===== src/sv/tgv_pkg.sv =====
// shared types, constants and helpers for the torus grid vertex and face generator
package tgv_pkg;

	localparam int unsigned MAX_RES_DEF   = 256;
	localparam int unsigned TRIG_FRAC_DEF = 14;

	localparam int unsigned IDX_W = 8;
	localparam int unsigned RES_W = 9;
	localparam int unsigned RAD_W = 16;
	localparam int unsigned POS_W = 18;
	localparam int unsigned PH_W  = 32;

	// divider: quotient bits resolved per pipeline stage
	localparam int unsigned DIV_BITS   = 4;
	localparam int unsigned DIV_STAGES = PH_W / DIV_BITS;

	// sine/cosine pipeline depth
	localparam int unsigned SC_LAT = 12;

	// register map
	typedef enum logic [2:0] {
		REG_MODE,
		REG_MAJOR,
		REG_MINOR,
		REG_RES_U,
		REG_RES_V
	} reg_idx_t;

	typedef enum logic {
		MODE_TORUS = 1'b0,
		MODE_PLANE = 1'b1
	} mode_t;

	localparam logic [RAD_W-1:0] MAJOR_RST = 16'd512;
	localparam logic [RAD_W-1:0] MINOR_RST = 16'd128;
	localparam logic [RES_W-1:0] RES_RST   = 9'd16;

	// q30 constants
	localparam logic [30:0] ONE_Q30     = 31'h4000_0000;
	localparam logic [29:0] HALF_Q30    = 30'h2000_0000;
	localparam logic [30:0] HALF_PI_Q30 = 31'd1686629713;

	// exact floor division by small constants: floor(n*m / 2^(30+l)) for n < 2^30
	localparam int unsigned L72 = 7;
	localparam int unsigned L42 = 6;
	localparam int unsigned L20 = 5;
	localparam int unsigned L6  = 3;
	localparam int unsigned L56 = 6;
	localparam int unsigned L30 = 5;
	localparam int unsigned L12 = 4;
	localparam logic [30:0] M72 = 31'(((64'd1 << (30 + L72)) / 72) + 1);
	localparam logic [30:0] M42 = 31'(((64'd1 << (30 + L42)) / 42) + 1);
	localparam logic [30:0] M20 = 31'(((64'd1 << (30 + L20)) / 20) + 1);
	localparam logic [30:0] M6  = 31'(((64'd1 << (30 + L6)) / 6) + 1);
	localparam logic [30:0] M56 = 31'(((64'd1 << (30 + L56)) / 56) + 1);
	localparam logic [30:0] M30 = 31'(((64'd1 << (30 + L30)) / 30) + 1);
	localparam logic [30:0] M12 = 31'(((64'd1 << (30 + L12)) / 12) + 1);

	localparam logic signed [20:0] POS_MAX = 21'sd131071;
	localparam logic signed [20:0] POS_MIN = -21'sd131072;

	typedef struct packed {
		logic              in_range;
		logic              faces;
		logic [IDX_W-1:0]  col;
		logic [IDX_W-1:0]  row;
		logic [15:0]       vidx;
		logic [15:0]       c_nc;
		logic [15:0]       c_nr;
		logic [15:0]       c_dg;
	} tgv_side_t;

	function automatic logic [29:0] q30_mul(input logic [29:0] a, input logic [30:0] b);
		logic [60:0] p;
		p = 61'(a) * 61'(b);
		return p[59:30];
	endfunction

	function automatic logic [29:0] cdiv(input logic [29:0] n, input logic [30:0] m,
		input int unsigned l);
		logic [60:0] p;
		p = 61'(n) * 61'(m);
		return 30'(p >> (30 + l));
	endfunction

	function automatic logic signed [POS_W-1:0] sat_pos(input logic signed [20:0] v);
		logic signed [POS_W-1:0] r;
		if (v > POS_MAX) begin
			r = POS_MAX[POS_W-1:0];
		end else if (v < POS_MIN) begin
			r = POS_MIN[POS_W-1:0];
		end else begin
			r = v[POS_W-1:0];
		end
		return r;
	endfunction

endpackage


===== src/sv/tgv_phase_div.sv =====
// pipelined restoring divider giving floor(num * 2^32 / den) for num < den
module tgv_phase_div
	import tgv_pkg::*;
(
	input  logic             clk,
	input  logic             en,
	input  logic [IDX_W-1:0] num,
	input  logic [RES_W-1:0] den,
	output logic [PH_W-1:0]  quo
);

	typedef struct packed {
		logic [RES_W-1:0] rem;
		logic [PH_W-1:0]  quo;
	} div_st_t;

	div_st_t nxt [1:DIV_STAGES];
	div_st_t st_s [1:DIV_STAGES];

	function automatic div_st_t div_step(input div_st_t a, input logic [RES_W-1:0] d);
		div_st_t     o;
		logic [RES_W:0] r2;
		o = a;
		for (int i = 0; i < DIV_BITS; i++) begin
			r2 = {o.rem, 1'b0};
			if (r2 >= {1'b0, d}) begin
				r2 = r2 - {1'b0, d};
				o.quo = {o.quo[PH_W-2:0], 1'b1};
			end else begin
				o.quo = {o.quo[PH_W-2:0], 1'b0};
			end
			o.rem = r2[RES_W-1:0];
		end
		return o;
	endfunction

	always_comb begin
		nxt[1] = div_step('{rem: RES_W'(num), quo: '0}, den);
		for (int k = 2; k <= DIV_STAGES; k++) begin
			nxt[k] = div_step(st_s[k-1], den);
		end
	end

	always_ff @(posedge clk) begin
		if (en) begin
			for (int k = 1; k <= DIV_STAGES; k++) begin
				st_s[k] <= nxt[k];
			end
		end
	end

	assign quo = st_s[DIV_STAGES].quo;

endmodule


===== config.mk =====
export PLATFORM = sky130hd
export DESIGN_NAME = tgv_phase_div
export DESIGN_NICKNAME = d
export VERILOG_FILES = /design/src/sv/tgv_pkg.sv /design/src/sv/tgv_phase_div.sv
export SDC_FILE = /design/constraint.sdc
export NUM_CORES = 1
export LEC_CHECK = 0
export ABC_AREA = 0
export BUFFER_PORTS_ARGS = -buffer_cell sky130_fd_sc_hd__buf_4
export CORE_MARGIN = 2
export CORE_UTILIZATION = 30
export CTS_BUF_LIST = sky130_fd_sc_hd__clkbuf_4
export DETAILED_ROUTE_END_ITERATION = 12
export PLACE_DENSITY = 0.55
export SETUP_SLACK_MARGIN = 0.1
export SYNTH_ARGS = -nofsm -noshare
export SYNTH_HDL_FRONTEND = slang
export SYNTH_SLANG_ARGS = --single-unit

===== constraint.sdc =====
create_clock -name clk -period 24.8 [get_ports clk]
set_clock_uncertainty 0.1 [all_clocks]
set_input_delay 4.96 -clock clk [delete_from_list [all_inputs] [get_ports clk]]
set_output_delay 4.96 -clock clk [all_outputs]
set_load 0.05 [all_outputs]

==> flow_summary.json, run 1 <==
{
  "core_um2": 68700,
  "cp_data_required_time_ps": 25250,
  "synthToLayoutAreaGrowth_pct": 9.37,
  "initial_core_util_pct": 30.3,
  "ios": 51,
  "worstMarginPinSlew_ps": 1160,
  "clk_pin_slew_ps": 70,
  "synth_cell_type_count": 92,
  "timing.hold.ws_ps": 257,
  "largestRegisters": "st_s: 207 flops",
  "fill_cells": 7046,
  "worstHoldStart": "st_s[0][298]$_DFFE_PP_",
  "cts_made_buffers": 59,
  "maxCapViolCount": 0,
  "fp.dieH_um": 267,
  "outcome": "completed",
  "crit_fanout": 47,
  "vias": 16600,
  "syn-cell-area_um2": 20800,
  "path_common_cell": "ha_1",
  "post-cts-setup-buffer-count": 0,
  "drive_gt1_share_pct": 13.9,
  "critPathSlowestCell": "nor2b_1",
  "firstDrtPassIters": 5,
  "final_common_cell": "ha_1",
  "grt_util_all_layers_pct": 15.1,
  "post-dp-hpwl_um": 38100,
  "dieArea_um2": 71500,
  "fmax_mhz": 67.2,
  "nets": 2524,
  "synth.avg_cell_area_um2": 9.57,
  "detail-route-antenna-nets": 0,
  "dp.cells": 3104,
  "seq_area_um2": 6220,
  "cpLargestDelayFamily": "compound AO/OA/AOI/OAI gates",
  "worstSetupPathType": "primary input to register",
  "slew_headroom_pct": 22.4,
  "min_path_type": "register to register",
  "cp_num_buf_inv": 4,
  "synthCells": 2175,
  "clkLatencyLatePin_ps": 830,
  "cts_hold_buf": 0,
  "gp_congestion": 0.884,
  "end_kind": "register",
  "grt_pass1_wl_um": 87600,
  "startpoint_type": "primary input",
  "cp-startpoint": "den[0]",
  "slowest_delay_ps": 540,
  "crit_arrival_ps": 15330,
  "synth.net_count": 2465,
  "rsz0062_at_grt": "false",
  "drcViolationCount": 0,
  "grt_max_degree": 82,
  "cts_root_buf": "clkbuf_4",
  "io_buffers": 50,
  "cts_resized": 0,
  "hold_violations": 0,
  "antenna_found_initial": 2,
  "synth-edff-count": 207,
  "cts.sinks": 207,
  "ys_dominant_reg_cell": "edfxtp_1",
  "ys_async_sr_fraction_pct": 0,
  "stdcell_count": 3206,
  "slew_violations": 0,
  "grt-ovfl-total": 0,
  "yosysWarnings": 0,
  "yosysSeqAreaShare_pct": 29.9,
  "wl_per_cell_um": 16.8,
  "tns_ps": 0,
  "cts_tree": "done",
  "top_register": "st_s",
  "grt_pass1_vias": 16800,
  "drt_iter0_markers": 973,
  "multi_input_area_um2": 13800,
  "timing.final.crit_share_pct": 60.0,
  "setup_viol": 0,
  "r2r-start": "st_s[0][237]$_SDFFCE_PN0P_",
  "fp.dieW_um": 267,
  "wirelength_um": 53900,
  "synth-seq-cells": 207,
  "vias_per_cell": 5.19,
  "largest_reg_flops": 207,
  "final_cell_mix": "ha_1 (263), edfxtp_1 (207), a21oi_1 (174), nor2_1 (173), xnor2_1 (118)",
  "htreeDepth": 2,
  "final_util_pct": 33.1,
  "rows": 96,
  "cts_max_path_buffers": 3,
  "fin_crit_ps": 14890
}
## cell usage after synthesis, types with 14 or more instances
| cell type | number | share of area [%] |
|---|---|---|
| a211oi_1 | 25 | 0.90 |
| o21bai_1 | 48 | 1.7 |
| o31ai_1 | 17 | 0.61 |
| o21ai_0 | 114 | 2.7 |
| nand3_1 | 33 | 0.79 |
| xor2_1 | 69 | 2.9 |
| a21oi_1 | 174 | 4.2 |
| inv_1 | 92 | 1.7 |
| xnor2_1 | 118 | 5.0 |
| nor2_1 | 173 | 3.1 |
| ha_1 | 263 | 16 |
| nand4_1 | 17 | 0.51 |
| o211ai_1 | 16 | 0.58 |
| nor2b_1 | 32 | 0.96 |
| and3_1 | 17 | 0.51 |
| a21o_1 | 107 | 3.9 |
| buf_4 | 35 | 1.3 |
| o21a_1 | 28 | 1.0 |
| clkbuf_1 | 22 | 0.40 |
| nand2_1 | 102 | 1.8 |
| and2_1 | 18 | 0.54 |
| mux2_2 | 93 | 5.0 |
| nor3_1 | 32 | 0.77 |
| a31oi_1 | 19 | 0.57 |
| edfxtp_1 | 207 | 30 |
| mux2i_1 | 33 | 1.6 |
| or2_2 | 14 | 0.42 |
| nand2b_1 | 37 | 1.1 |
## final timing paths
check	cells past startpoint	slack, ps	to
max reg2reg	31	14960	st_s[0][285]$_DFFE_PP_
max	34	9910	st_s[0][285]$_DFFE_PP_
min	0	260	st_s[0][343]$_DFFE_PP_
min reg2reg	0	260	st_s[0][343]$_DFFE_PP_
## routing by layer
layer  wire, um  track usage [%]
met1      25700             19.8
met3       2070             2.33
met5          0                0
met4       1390             4.91
met2      24700             25.3
## per-stage QoR
stage	area [um^2]	setup WS [ps]
final	22800	9910
after global routing	22800	9140
after CTS	22800	10060
after detailed placement	22100	9190
after global placement	22100	9410
after floorplan	20800	10130
## cell type report
type                    count  area share, %
clock buffers              76           2.51
repair buffers             71           2.37
well taps                 931           5.12
diodes                      2         0.0220
inverters                 103           1.71
clock inverters            24          0.451
flip-flops and latches    207           27.3
multi-input cells        1792           60.5
## kinds of logic after synthesis
kind of cell / count (synthesis) / synth area share (%)
XOR/XNOR: 187 / 7.87
multiplexers: 145 / 7.84
buffers and inverters: 176 / 3.94
flip-flops: 207 / 29.9
adder cells (fa/ha/maj): 271 / 16.6
AO/OA/AOI/OAI: 668 / 21.6
AND/OR/NAND/NOR: 521 / 12.3
Power of run 1 is left out: the tool's default activity adds up to more than one toggle a clock period on the data nets, which glitch-free logic cannot reach.
==> run 2: changes to the inputs <==
--- a/config.mk
+++ b/config.mk
@@ -5,13 +5,13 @@
 export SDC_FILE = /design/constraint.sdc
 export NUM_CORES = 1
 export LEC_CHECK = 0
-export ABC_AREA = 0
+export ABC_AREA = 1
 export BUFFER_PORTS_ARGS = -buffer_cell sky130_fd_sc_hd__buf_4
 export CORE_MARGIN = 2
 export CORE_UTILIZATION = 30
 export CTS_BUF_LIST = sky130_fd_sc_hd__clkbuf_4
 export DETAILED_ROUTE_END_ITERATION = 12
-export PLACE_DENSITY = 0.55
+export PLACE_DENSITY = 0.57
 export SETUP_SLACK_MARGIN = 0.1
 export SYNTH_ARGS = -nofsm -noshare
 export SYNTH_HDL_FRONTEND = slang
==> constraint.sdc (replaced) <==
create_clock -name clk -period 12.4 [get_ports clk]
set_clock_uncertainty 0.1 [all_clocks]
set_input_delay 2.48 -clock clk [delete_from_list [all_inputs] [get_ports clk]]
set_output_delay 2.48 -clock clk [all_outputs]
set_load 0.05 [all_outputs]
==> flow_summary.json, run 2 <==
{
  "synth.top_cells.by_area": "edfxtp_1 (28%), nand2_1 (15%), ha_1 (15%)",
  "final_util_pct": 33.0,
  "ys_dominant_reg_cell": "edfxtp_1",
  "htreeDepth": 2,
  "dp.cells": 3925,
  "synth.most_common_cell": "nand2_1",
  "cts_max_path_buffers": 3,
  "firstDrtPassIters": 5,
  "crit_fanout": 25,
  "post-dp-hpwl_um": 42000,
  "grt_max_degree": 111,
  "clk_pin_slew_ps": 60,
  "cts_tree": "done",
  "yosysTopAreaCellShare_pct": 28.2,
  "core_um2": 72800,
  "synthTopCellsByCount": "nand2_1 (887), inv_1 (368), nand3_1 (299)",
  "grt_pass1_wl_um": 92500,
  "fp.dieH_um": 275,
  "rsz0062_at_grt": "false",
  "critPathSlowestCell": "inv_2",
  "yosysSeqAreaShare_pct": 28.2,
  "outcome": "completed",
  "wirelength_um": 56400,
  "cts_root_buf": "clkbuf_4",
  "synth-edff-count": 207,
  "wl_per_cell_um": 14.0,
  "cp_data_required_time_ps": 12860,
  "fmax_mhz": 101,
  "final_cell_mix": "nand2_1 (887), inv_1 (361), nand3_1 (299), ha_1 (263), edfxtp_1 (207)",
  "grt_pass1_vias": 18200,
  "fin_crit_ps": 9860,
  "post-cts-setup-buffer-count": 0,
  "largestRegisters": "st_s: 207 flops",
  "drcViolationCount": 0,
  "path_common_cell": "nand2_1",
  "grt-ovfl-total": 0,
  "detail-route-antenna-nets": 0,
  "synth.net_count": 3243,
  "drt_iter0_markers": 1145,
  "ios": 51,
  "dieArea_um2": 75600,
  "end_kind": "register",
  "top_register": "st_s",
  "rows": 99,
  "tns_ps": 0,
  "cts.sinks": 207,
  "cts_resized": 0,
  "synthToLayoutAreaGrowth_pct": 9.22,
  "final_common_cell": "nand2_1",
  "gp_congestion": 0.877,
  "startpoint_type": "primary input",
  "largest_reg_flops": 207,
  "nets": 3318,
  "slew_violations": 0,
  "slew_headroom_pct": 37.0,
  "yosysWarnings": 0,
  "setup_viol": 0,
  "stdcell_count": 4027,
  "cts_hold_buf": 0,
  "hold_violations": 0,
  "slowest_delay_ps": 520,
  "drive_gt1_share_pct": 9.20,
  "worstSetupPathType": "primary input to register",
  "min_path_type": "register to register",
  "synth-seq-cells": 207,
  "crit_arrival_ps": 10330,
  "clkLatencyLatePin_ps": 830,
  "antenna_found_initial": 2,
  "initial_core_util_pct": 30.2,
  "vias_per_cell": 4.77,
  "vias": 19200,
  "fp.dieW_um": 275,
  "worstMarginPinSlew_ps": 945,
  "ys_async_sr_fraction_pct": 0,
  "timing.final.crit_share_pct": 79.5,
  "maxCapViolCount": 0,
  "synthCells": 2953,
  "synth_cell_type_count": 48,
  "synth_top_area_cell": "edfxtp_1",
  "synth.avg_cell_area_um2": 7.46,
  "timing.hold.ws_ps": 292,
  "syn-cell-area_um2": 22000,
  "cts_made_buffers": 60,
  "grt_util_all_layers_pct": 15.0,
  "io_buffers": 50
}
[run 2: logic make-up (layout without fill, tap and decap cells)]
group                      count (synthesis)  after routing  share of synthesized area (%)
AOI/OAI and AO/OA                        353            353                           9.59
other                                      0              2                              0
xor gates and xnor gates                 190            190                           7.55
adders and majority gates                271            271                           15.7
and+or+nand+nor                         1494           1494                           30.6
buffers and inverters                    438            551                           8.38
DFF                                      207            207                           28.2
[run 2: area by class of cell]
| class | count | area, um^2 |
|---|---|---|
| Antenna cell | 2 | 5.00 |
| Clock buffer | 82 | 616 |
| Clock inverter | 18 | 82.6 |
| Fill cell | 7750 | 48800 |
| Inverter | 378 | 1420 |
| Multi-Input combinational cell | 2308 | 14000 |
| Sequential cell | 207 | 6220 |
| Tap cell | 959 | 1200 |
| Timing Repair Buffer | 73 | 556 |
[run 2: through the flow]
| stage | setup slack (ps) | instance area (um^2) |
|---|---|---|
| floorplan | 2640 | 22000 |
| global placement | 1780 | 23400 |
| detailed placement | 1810 | 23400 |
| CTS | 2680 | 24100 |
| global route | 1900 | 24100 |
| finish | 2540 | 24100 |
[run 2: worst max-delay path, delay by kind of cell]
kind                     cells  cell delay (ps)
AO/OA/AOI/OAI                8             1740
AND/OR/NAND/NOR             20             3010
buffers and inverters        7             1800
adder cells (fa/ha/maj)      4             1250
[run 2: routing by layer]
metal  track usage (%)  vias up  part of all wire, %
li1                  -    10100                    -
met1              20.6     8678                   49
met2              24.2      395                   44
met3              2.23       97                  4.9
met4              4.34        0                  2.4
met5                 0        -                    0
[run 2: final timing paths]
kind                            cells after the start                endpoint                   from  slack, ps
worst min register to register                      0  st_s[0][129]$_DFFE_PP_  st_s[0][84]$_DFFE_PP_        290
worst max-delay path                               39  st_s[0][120]$_DFFE_PP_                 den[0]       2540
worst min-delay path                                0  st_s[0][129]$_DFFE_PP_  st_s[0][84]$_DFFE_PP_        290
worst max register to register                     38  st_s[0][120]$_DFFE_PP_  st_s[0][74]$_DFFE_PP_       4720
Power of run 2 is left out for the same reason.
